--- src/hw/rtl/sis_pkg.sv ---
`timescale 1ns / 1ps
// ----------------------------------------------------------------------------
// sis_pkg: shared types and constants of the stable index sorter
// Field widths, default sizes, the control bundle for the cell chain and
// the state encoding of the sequencer.
// ----------------------------------------------------------------------------
package sis_pkg;

    // Fixed widths of the channel fields.
    localparam int KEY_W = 32;
    localparam int IDX_W = 5;

    // Default sizes.
    localparam int MAX_ITEMS_DEF = 32;
    localparam int KEY_BITS_DEF  = 32;

    // Commands broadcast to every cell of the chain.
    typedef struct packed {
        logic load;   // insert the broadcast key
        logic shift;  // move every entry one cell toward the head
    } chain_ctrl_t;

    // Sequencer states: collect keys, then hand out the sorted set.
    typedef enum logic {
        ST_LOAD,
        ST_DRAIN
    } sis_state_t;

endpackage

--- src/hw/rtl/sis_cell.sv ---
`timescale 1ns / 1ps
// ----------------------------------------------------------------------------
// sis_cell: one cell of the sorting chain
// Holds one key with its arrival position. On a load it keeps its entry,
// takes the new key, or takes its left neighbor's entry; on a shift it
// takes its right neighbor's entry.
// ----------------------------------------------------------------------------
module sis_cell
    import sis_pkg::*;
#(
    parameter int CELL_W = KEY_BITS_DEF
) (
    input  logic              aclk,
    input  logic              aresetn,
    input  chain_ctrl_t       ctrl,
    input  logic [CELL_W-1:0] new_key,
    input  logic [IDX_W-1:0]  new_idx,
    input  logic              left_gt,
    input  logic [CELL_W-1:0] left_key,
    input  logic [IDX_W-1:0]  left_idx,
    input  logic              left_valid,
    input  logic [CELL_W-1:0] right_key,
    input  logic [IDX_W-1:0]  right_idx,
    input  logic              right_valid,
    output logic              gt,
    output logic [CELL_W-1:0] key,
    output logic [IDX_W-1:0]  idx,
    output logic              valid
);

    logic [CELL_W-1:0] key_reg, key_next;
    logic [IDX_W-1:0]  idx_reg, idx_next;
    logic              valid_reg, valid_next;

    // An empty cell counts as holding a key above every other key, so the
    // new key lands after all stored keys that are less than or equal to it.
    assign gt = !valid_reg || (key_reg > new_key);

    // Next entry of the cell.
    always_comb begin
        key_next   = key_reg;
        idx_next   = idx_reg;
        valid_next = valid_reg;
        if (ctrl.shift) begin
            key_next   = right_key;
            idx_next   = right_idx;
            valid_next = right_valid;
        end else if (ctrl.load && gt) begin
            if (left_gt) begin
                key_next   = left_key;
                idx_next   = left_idx;
                valid_next = left_valid;
            end else begin
                key_next   = new_key;
                idx_next   = new_idx;
                valid_next = 1'b1;
            end
        end
    end

    // The occupancy bit is cleared by reset; the payload needs none.
    always_ff @(posedge aclk) begin
        if (!aresetn) begin
            valid_reg <= 1'b0;
        end else begin
            valid_reg <= valid_next;
        end
    end

    always_ff @(posedge aclk) begin
        key_reg <= key_next;
        idx_reg <= idx_next;
    end

    assign key   = key_reg;
    assign idx   = idx_reg;
    assign valid = valid_reg;

endmodule

--- src/hw/rtl/sis_chain.sv ---
`timescale 1ns / 1ps
// ----------------------------------------------------------------------------
// sis_chain: row of sorting cells
// Keeps the stored keys in ascending order, head first. Each cell talks only
// to its two neighbors; the first two cells feed the result channel.
// ----------------------------------------------------------------------------
module sis_chain
    import sis_pkg::*;
#(
    parameter int MAX_ITEMS = MAX_ITEMS_DEF,
    parameter int CELL_W    = KEY_BITS_DEF
) (
    input  logic              aclk,
    input  logic              aresetn,
    input  chain_ctrl_t       ctrl,
    input  logic [CELL_W-1:0] new_key,
    input  logic [IDX_W-1:0]  new_idx,
    output logic [CELL_W-1:0] head_key,
    output logic [IDX_W-1:0]  head_idx,
    output logic              head_last
);

    logic [CELL_W-1:0] key_w   [MAX_ITEMS];
    logic [IDX_W-1:0]  idx_w   [MAX_ITEMS];
    logic              valid_w [MAX_ITEMS];
    logic              gt_w    [MAX_ITEMS];

    // Build the row; the ends see an empty, non-greater neighbor.
    for (genvar i = 0; i < MAX_ITEMS; i++) begin : g_cell
        logic              l_gt;
        logic [CELL_W-1:0] l_key;
        logic [IDX_W-1:0]  l_idx;
        logic              l_valid;
        logic [CELL_W-1:0] r_key;
        logic [IDX_W-1:0]  r_idx;
        logic              r_valid;

        if (i == 0) begin : g_head
            assign l_gt    = 1'b0;
            assign l_key   = '0;
            assign l_idx   = '0;
            assign l_valid = 1'b0;
        end else begin : g_mid
            assign l_gt    = gt_w[i-1];
            assign l_key   = key_w[i-1];
            assign l_idx   = idx_w[i-1];
            assign l_valid = valid_w[i-1];
        end

        if (i == MAX_ITEMS - 1) begin : g_tail
            assign r_key   = '0;
            assign r_idx   = '0;
            assign r_valid = 1'b0;
        end else begin : g_body
            assign r_key   = key_w[i+1];
            assign r_idx   = idx_w[i+1];
            assign r_valid = valid_w[i+1];
        end

        sis_cell #(
            .CELL_W(CELL_W)
        ) u_cell (
            .aclk       (aclk),
            .aresetn    (aresetn),
            .ctrl       (ctrl),
            .new_key    (new_key),
            .new_idx    (new_idx),
            .left_gt    (l_gt),
            .left_key   (l_key),
            .left_idx   (l_idx),
            .left_valid (l_valid),
            .right_key  (r_key),
            .right_idx  (r_idx),
            .right_valid(r_valid),
            .gt         (gt_w[i]),
            .key        (key_w[i]),
            .idx        (idx_w[i]),
            .valid      (valid_w[i])
        );
    end

    // The head entry is the last of the set when the cell behind it is empty.
    assign head_key  = key_w[0];
    assign head_idx  = idx_w[0];
    assign head_last = !valid_w[1];

endmodule

--- src/hw/rtl/stable_index_insertion_sort.sv ---
`timescale 1ns / 1ps
// ----------------------------------------------------------------------------
// stable_index_insertion_sort: streaming stable argsort of a key set
// Collects up to MAX_ITEMS keys in a sorted cell chain and hands out their
// arrival positions in ascending key order, equal keys in arrival order.
// ----------------------------------------------------------------------------
// Usage:
//   Input channel (s_*): one key per transfer; s_final_key closes the set.
//   A key is taken every cycle while the set is open: each transfer inserts
//   the key into the chain of cells, all cells comparing at once.
//   A set also closes when its MAX_ITEMS-th key arrives without the final
//   mark; all of its results then carry m_truncated.
//   Result channel (m_*): once a set closes, one result per key leaves from
//   the head cell, smallest key first, the chain shifting one cell toward the
//   head on each result transfer; m_end_of_run marks the last one.
//   The first result is valid in the cycle after the closing key is taken.
//   s_ready is low while the set drains, so keys of the next set wait until
//   the last result of the set has left the head cell.
//   A stalled receiver holds the head entry and stops the chain in place.
//   Reset empties every cell and opens a new, empty set.
// ----------------------------------------------------------------------------
module stable_index_insertion_sort
    import sis_pkg::*;
#(
    parameter int MAX_ITEMS = MAX_ITEMS_DEF,
    parameter int KEY_BITS  = KEY_BITS_DEF
) (
    input  logic             aclk,
    input  logic             aresetn,
    input  logic             s_valid,
    output logic             s_ready,
    input  logic [KEY_W-1:0] s_key,
    input  logic             s_final_key,
    output logic             m_valid,
    input  logic             m_ready,
    output logic [IDX_W-1:0] m_orig_index,
    output logic [KEY_W-1:0] m_sorted_key,
    output logic             m_truncated,
    output logic             m_end_of_run
);

    // Stored key width: key bits above KEY_BITS are ignored.
    localparam int CELL_W = (KEY_BITS < KEY_W) ? KEY_BITS : KEY_W;
    localparam int CNT_W  = $clog2(MAX_ITEMS);

    sis_state_t        state_reg, state_next;
    logic [CNT_W-1:0]  cnt_reg, cnt_next;
    logic              trunc_reg, trunc_next;
    chain_ctrl_t       ctrl;
    logic              at_cap;
    logic [CELL_W-1:0] head_key;
    logic [IDX_W-1:0]  head_idx;
    logic              head_last;

    assign at_cap = (cnt_reg == CNT_W'(MAX_ITEMS - 1));

    // Sequencer: collect the set, then drain it from the head cell.
    // Each state raises only its own ready or valid, so the other side's
    // handshake signal alone marks a transfer there.
    always_comb begin
        state_next = state_reg;
        cnt_next   = cnt_reg;
        trunc_next = trunc_reg;
        s_ready    = 1'b0;
        m_valid    = 1'b0;
        ctrl.load  = 1'b0;
        ctrl.shift = 1'b0;
        unique case (state_reg)
            ST_LOAD: begin
                s_ready   = 1'b1;
                ctrl.load = s_valid;
                if (s_valid) begin
                    if (s_final_key || at_cap) begin
                        state_next = ST_DRAIN;
                        trunc_next = !s_final_key;
                        cnt_next   = '0;
                    end else begin
                        cnt_next = cnt_reg + 1'b1;
                    end
                end
            end
            ST_DRAIN: begin
                m_valid    = 1'b1;
                ctrl.shift = m_ready;
                if (m_ready && head_last) begin
                    state_next = ST_LOAD;
                end
            end
            default: begin
                state_next = ST_LOAD;
            end
        endcase
    end

    always_ff @(posedge aclk) begin
        if (!aresetn) begin
            state_reg <= ST_LOAD;
            cnt_reg   <= '0;
            trunc_reg <= 1'b0;
        end else begin
            state_reg <= state_next;
            cnt_reg   <= cnt_next;
            trunc_reg <= trunc_next;
        end
    end

    // Sorted row of cells.
    sis_chain #(
        .MAX_ITEMS(MAX_ITEMS),
        .CELL_W   (CELL_W)
    ) u_chain (
        .aclk     (aclk),
        .aresetn  (aresetn),
        .ctrl     (ctrl),
        .new_key  (s_key[CELL_W-1:0]),
        .new_idx  (IDX_W'(cnt_reg)),
        .head_key (head_key),
        .head_idx (head_idx),
        .head_last(head_last)
    );

    // Index and key come straight from the head cell's registers, the end mark from the second cell's occupancy bit.
    assign m_orig_index = head_idx;
    assign m_sorted_key = KEY_W'(head_key);
    assign m_truncated  = trunc_reg;
    assign m_end_of_run = head_last;

endmodule

--- config.mk ---
export PLATFORM = sky130hd
export DESIGN_NAME = stable_index_insertion_sort
export DESIGN_NICKNAME = d
export VERILOG_FILES = /design/src/hw/rtl/sis_pkg.sv /design/src/hw/rtl/sis_cell.sv /design/src/hw/rtl/sis_chain.sv /design/src/hw/rtl/stable_index_insertion_sort.sv
export SDC_FILE = /design/constraint.sdc
export NUM_CORES = 2
export LEC_CHECK = 0
export BUFFER_PORTS_ARGS = -buffer_cell sky130_fd_sc_hd__buf_2
export CORE_MARGIN = 4
export CORE_UTILIZATION = 54
export CTS_CLUSTER_SIZE = 10
export DETAILED_ROUTE_END_ITERATION = 12
export PLACE_DENSITY = 0.75
export SYNTH_ARGS = -nofsm -noshare
export SYNTH_HDL_FRONTEND = slang
export SYNTH_HIERARCHICAL = 1
export SYNTH_SLANG_ARGS = --single-unit
--- constraint.sdc ---
create_clock -name aclk -period 5.75 [get_ports aclk]
set_clock_uncertainty 0.2 [all_clocks]
set_input_delay 0.2875 -clock aclk [delete_from_list [all_inputs] [get_ports aclk]]
set_output_delay 0.2875 -clock aclk [all_outputs]
set_load 0.05 [all_outputs]
* Yosys cells after proc, flatten, opt, wreduce, memory -nomap -nowiden
Index checks and enable logic that the tools add are counted. W data, S select, Z words.
Storage, ports and cells: input bits 37, word-level logic and storage cells 556, register bits 1223
Operators by class: $lt $le $gt $ge 32, add/subtract/negate cells 1, bitwise logic cells 2, equal/unequal tests 1, multiplexer cells 288, reduce and logical (&&, ||, !) cells 133
Operators with widths (number):
- $mux W32 | 93
- $gt A32 B32 Y1 | 32
- $mux W5 | 94
- $mux W1 | 100
- $reduce_bool A2 Y1 | 31
- $logic_and A1 B1 Y1 | 33
- $logic_not A1 Y1 | 33
- $logic_or A1 B1 Y1 | 33
- $add A5 B1 Y5 const B | 1
- $eq A5 B5 Y1 const B | 1
- $reduce_and A3 Y1 | 1
- $not A1 Y1 | 2
- $pmux W1 S2 | 1
- $reduce_and A2 Y1 | 1
- $reduce_or A2 Y1 | 1

* Logic depth before layout (Yosys ltp)
depth in word-level cells 5, gate-level depth with buffers 12, gate-level depth less buffers 10

* Hierarchy
The synthesis kept the hierarchy.
Modules (own cells, without submodules):
- sis_cell | area an instance 2813.9 µm², instances 32, seq. area each 1131.1 µm², cells each 281
- stable_index_insertion_sort | area an instance 342.8 µm², instances 1, seq. area each 140.1 µm², cells each 35
- sis_chain | area an instance 7.5 µm², instances 1, seq. area each 0.0 µm², cells each 2

* Worst setup path before layout
Ideal clock, no wire load.
path kind flip-flop to flip-flop, start point register state_reg, end point register u_chain.g_cell[0].u_cell.idx_reg[0], enable pin, clock period less this slack 5.242 ns, data arrival time 4.649 ns, slack 0.508 ns, stages on the path, launching flop included 5, required time 5.157 ns, path buffers 2, cells stage by stage dfxtp_1 and2_1 clkbuf_8 clkbuf_8 a21o_1
RTL lines:
- start: declaration | RTL line stable_index_insertion_sort.sv:46 | sis_state_t state_reg, state_next;
- start signal: assignment | RTL line stable_index_insertion_sort.sv:101 | state_reg <= state_next;
- end signal: assignment | RTL line sis_cell.sv:72 | idx_reg <= idx_next;
- end: declaration | RTL line sis_cell.sv:32 | logic [IDX_W-1:0] idx_reg, idx_next;

* Worst setup path in the final report
start point input port s_key[12], end point register u_chain.g_cell[4].u_cell.key_reg[2] (data pin)
On the way: cells in the longest elaborated chain, start to end 5
Ends and longest elaborated chain:
- start: declaration | RTL line stable_index_insertion_sort.sv:32 | input logic [KEY_W-1:0] s_key,
- $gt A32 B32 Y1 | RTL line sis_cell.sv:37 | assign gt = !valid_reg || (key_reg > new_key);
- $logic_or A1 B1 Y1 | RTL line sis_cell.sv:37
- via u_chain.g_cell[4].l_gt | RTL line sis_chain.sv:30 | logic l_gt;
- $mux W32 | RTL line sis_cell.sv:49 | if (left_gt) begin
- $mux W32 | RTL line sis_cell.sv:48 | end else if (ctrl.load && gt) begin
- $mux W32 | RTL line sis_cell.sv:44 | if (ctrl.shift) begin
- via u_chain.g_cell[4].u_cell.key_next[2] | RTL line sis_cell.sv:31 | logic [CELL_W-1:0] key_reg, key_next;
- end signal: assignment | RTL line sis_cell.sv:71 | key_reg <= key_next;
- end: declaration | RTL line sis_cell.sv:31
The timed path passes the listed nets, and every way through them passes these cells. The select of a mux whose other input is x is not followed. A chain may end at the register's enable or synchronous reset.

==> flow_summary_export.csv <==
group,metric,value,unit
grt,grt_pass1_vias,71690,
cts,cts_resized,0,
sta,tns,0,ns
grt,grt_max_degree,254,
job,maxCapViolCount,0,
sta,hold_viol,0,
setup_path,end_kind,"flip-flop",
layout,syn_to_final_growth,9.301,%
synth,synth_area,90400,µm²
setup_path,reg2reg_depth,9,
setup_path,rrSetupSlack,1.80,ns
pwr,leakage,45.58,nW
cts,numCtsBuffers,146,
placement,dp.final_hpwl,198.8,mm
placement,portBuffers,77,
routing,avgViaCountPerCell,6.339,
synth,synth_top_area_cell,"edfxtp_1",
setup_path,path_buf_inv,5,
pwr,power_density,339.6,nW/µm²
sta,fmax,233.2,MHz
layout,drive_gt1_share,9.792,%
routing,wl,275.5,mm
grt,gr-total-overflow,0,
synth,avgSynthCellArea,10.01,µm²
layout,register_area,36340,µm²
cts,cts_tree,"built",
sta,setup_viol,0,
cts,cts_sinks,1223,
routing,detail_route.wl_per_cell,24.01,µm
placement,place_congestion,0.9498,
synth,synth_cells,9029,
sta,worst_pin_slew,1.211,ns
grt,grt_pass1_wl,419.7,mm
setup_path,critical_path_cell_count,13,
cts,h-tree-depth,4,
die,io_pins,78,
sta,min_period_over_period,74.58,%
layout,largest_reg_flops,1024,
setup_path,crit_arrival,4.59,ns
synth,synthTopCellsByArea,"edfxtp_1, ha_1, mux2i_1, o21ai_0, nand2_1",
layout,multiInputGateArea,48280,µm²
setup_path,max_stage_delay,0.77,ns
synth,synth_commonest_cells,"o21ai_0, nand2_1, mux2i_1",
grt,antenna_found_initial,1,
run_status,outcome,"finished, final reports clean",
sta,max-slew-margin-rel,19.29,%
setup_path,critPathLaunchType,"input port",
routing,drt_iter0_drc,10010,
synth,yosysSeqAreaShare,40.19,%
synth,synthDominantCellAreaShare,39.33,%
setup_path,required,6.05,ns
setup_path,critPathTopFamily,"buffers and inverters",
grt,grt_use_total,30.66,%
die,dieArea,174000,µm²
die,coreArea,165700,µm²
die,die_w,417.1,µm
die,start_util,54.54,%
synth,async_reset_ff_share,0,%
setup_path,cp_cell_sequence,"dlygate4sd3_1, buf_2, buf_4, inv_1, ha_1, nand4_1, nor4_2, a21boi_2, o31ai_2, a41oi_4, buf_12, mux2i_1, o21ai_0",
synth,yosysMostFrequentCell,"o21ai_0",
die,fp-row-count,149,
sta,timing.hold.ws,0.05845,ns
synth,synth_edf_count,1184,
cts,worstSkewPairLatency,0.79,ns
sta,rsz0062_at_grt,"false",
setup_path,slowest_stage,"a41oi_4",
cts,clockRootBuffer,"clkbuf_16",
pwr,ir_drop,0.3403,mV
layout,fillers,13280,
routing,antenna_left,0,
cts,cts.path.max_buffers,3,
synth,ys_warn_count,6,
pwr,finalPower,33.55,mW
synth,synth-seq-cells,1223,
synth,synth_top_flop_cell,"edfxtp_1",
layout,utilization,59.62,%
die,die-height,417.1,µm
hold_path,hold_path_depth,3,
sta,min_period,4.288,ns
setup_path,critical_path_peak_fanout,24,
routing,first_pass_iters,8,
routing,drc,0,
layout,final_nets,10240,
cts,clkTransAtPathRegs,0.06,ns
routing,vias,72740,
synth,ys_types,44,
sta,finalMaxSlewViolations,0,
setup_path,criticalPathCategory,"input port to flip-flop",
hold_path,hp-class,"input port to flip-flop",
[what timing repair did]
action                                 in CTS  in global routing
setup buffers                               0                  0
endpoints found under the hold margin     141                  0
hold buffers                               22                  0
[power by group]
part           total (mW)  internal [mW]  switching (mW)
registers            14.7           12.5            2.13
clock network        8.73           4.96            3.77
logic                10.1           4.12            6.03
[cells in the final DEF, fill, tap and decap left out, drive strengths merged, types with 33 or more instances in the layout]
| cell type | count |
|---|---|
| o22ai | 64 |
| a211oi | 97 |
| a311oi | 33 |
| a21oi | 259 |
| and4 | 96 |
| nand2b | 33 |
| nand2 | 1376 |
| a21o | 96 |
| nand3 | 128 |
| clkbuf | 236 |
| nor3 | 65 |
| ha | 1026 |
| nand4 | 129 |
| mux2i | 1185 |
| o21ai | 1379 |
| edfxtp | 1184 |
| nor2 | 35 |
| buf | 282 |
| nor2b | 33 |
| inv | 1129 |
| conb | 78 |
| nor4 | 64 |
| dfxtp | 39 |
[final timing paths]
path	startpoint	endpoint
max	s_key[12]	u_chain/g_cell[4].u_cell/key[2]
min	s_key[27]	u_chain/g_cell[6].u_cell/key[27]
max reg2reg	u_chain/g_cell[3].u_cell/key[14]	u_chain/g_cell[4].u_cell/key[2]
min reg2reg	m_truncated	m_truncated
[metal layers]
| layer | GRT usage (%) | share of wire, % | vias up |
|---|---|---|---|
| met5 | 0 | 0 | - |
| met4 | 16.06 | 5.7 | 0 |
| met3 | 5.590 | 9.6 | 838 |
| met2 | 47.77 | 45 | 4092 |
| met1 | 40.83 | 40 | 34870 |
| li1 | - | - | 32940 |
[worst min-delay path, stage by stage]
cell and delay [ns]:
buf_4 0.28, mux2i_1 0.20, o21ai_0 0.08
[kinds of logic after synthesis]
kind of cell	Yosys count	synth area share [%]
AOI/OAI and AO/OA	2123	14.34
other	1	0.004148
buffers and inverters	1508	7.103
muxes	1185	13.12
DFF	1223	40.19
adders and majority gates	1026	14.20
and+or+nand+nor	1963	11.04
[layout make-up]
cell class                 instances  share of cell area [%]
inverter                        1124                   4.273
tap                             2189                   2.772
timing repair buffer             304                   2.902
clock inverter                    21                  0.2140
sequential                      1223                   36.78
clock buffer                     236                   4.188
antenna                            2                0.005065
multi-input combinational       6375                   48.87
[through the flow]
step	instance area [µm²]	setup WS [ns]	std cells
CTS	98800	1.594	11470
finish	98800	1.462	11470
global route	98800	1.391	11470
global placement	94230	1.333	11190
detailed placement	94230	1.226	11190
floorplan	90690	0.5081	9106
Note: power is estimated with default switching activity, not from simulation.
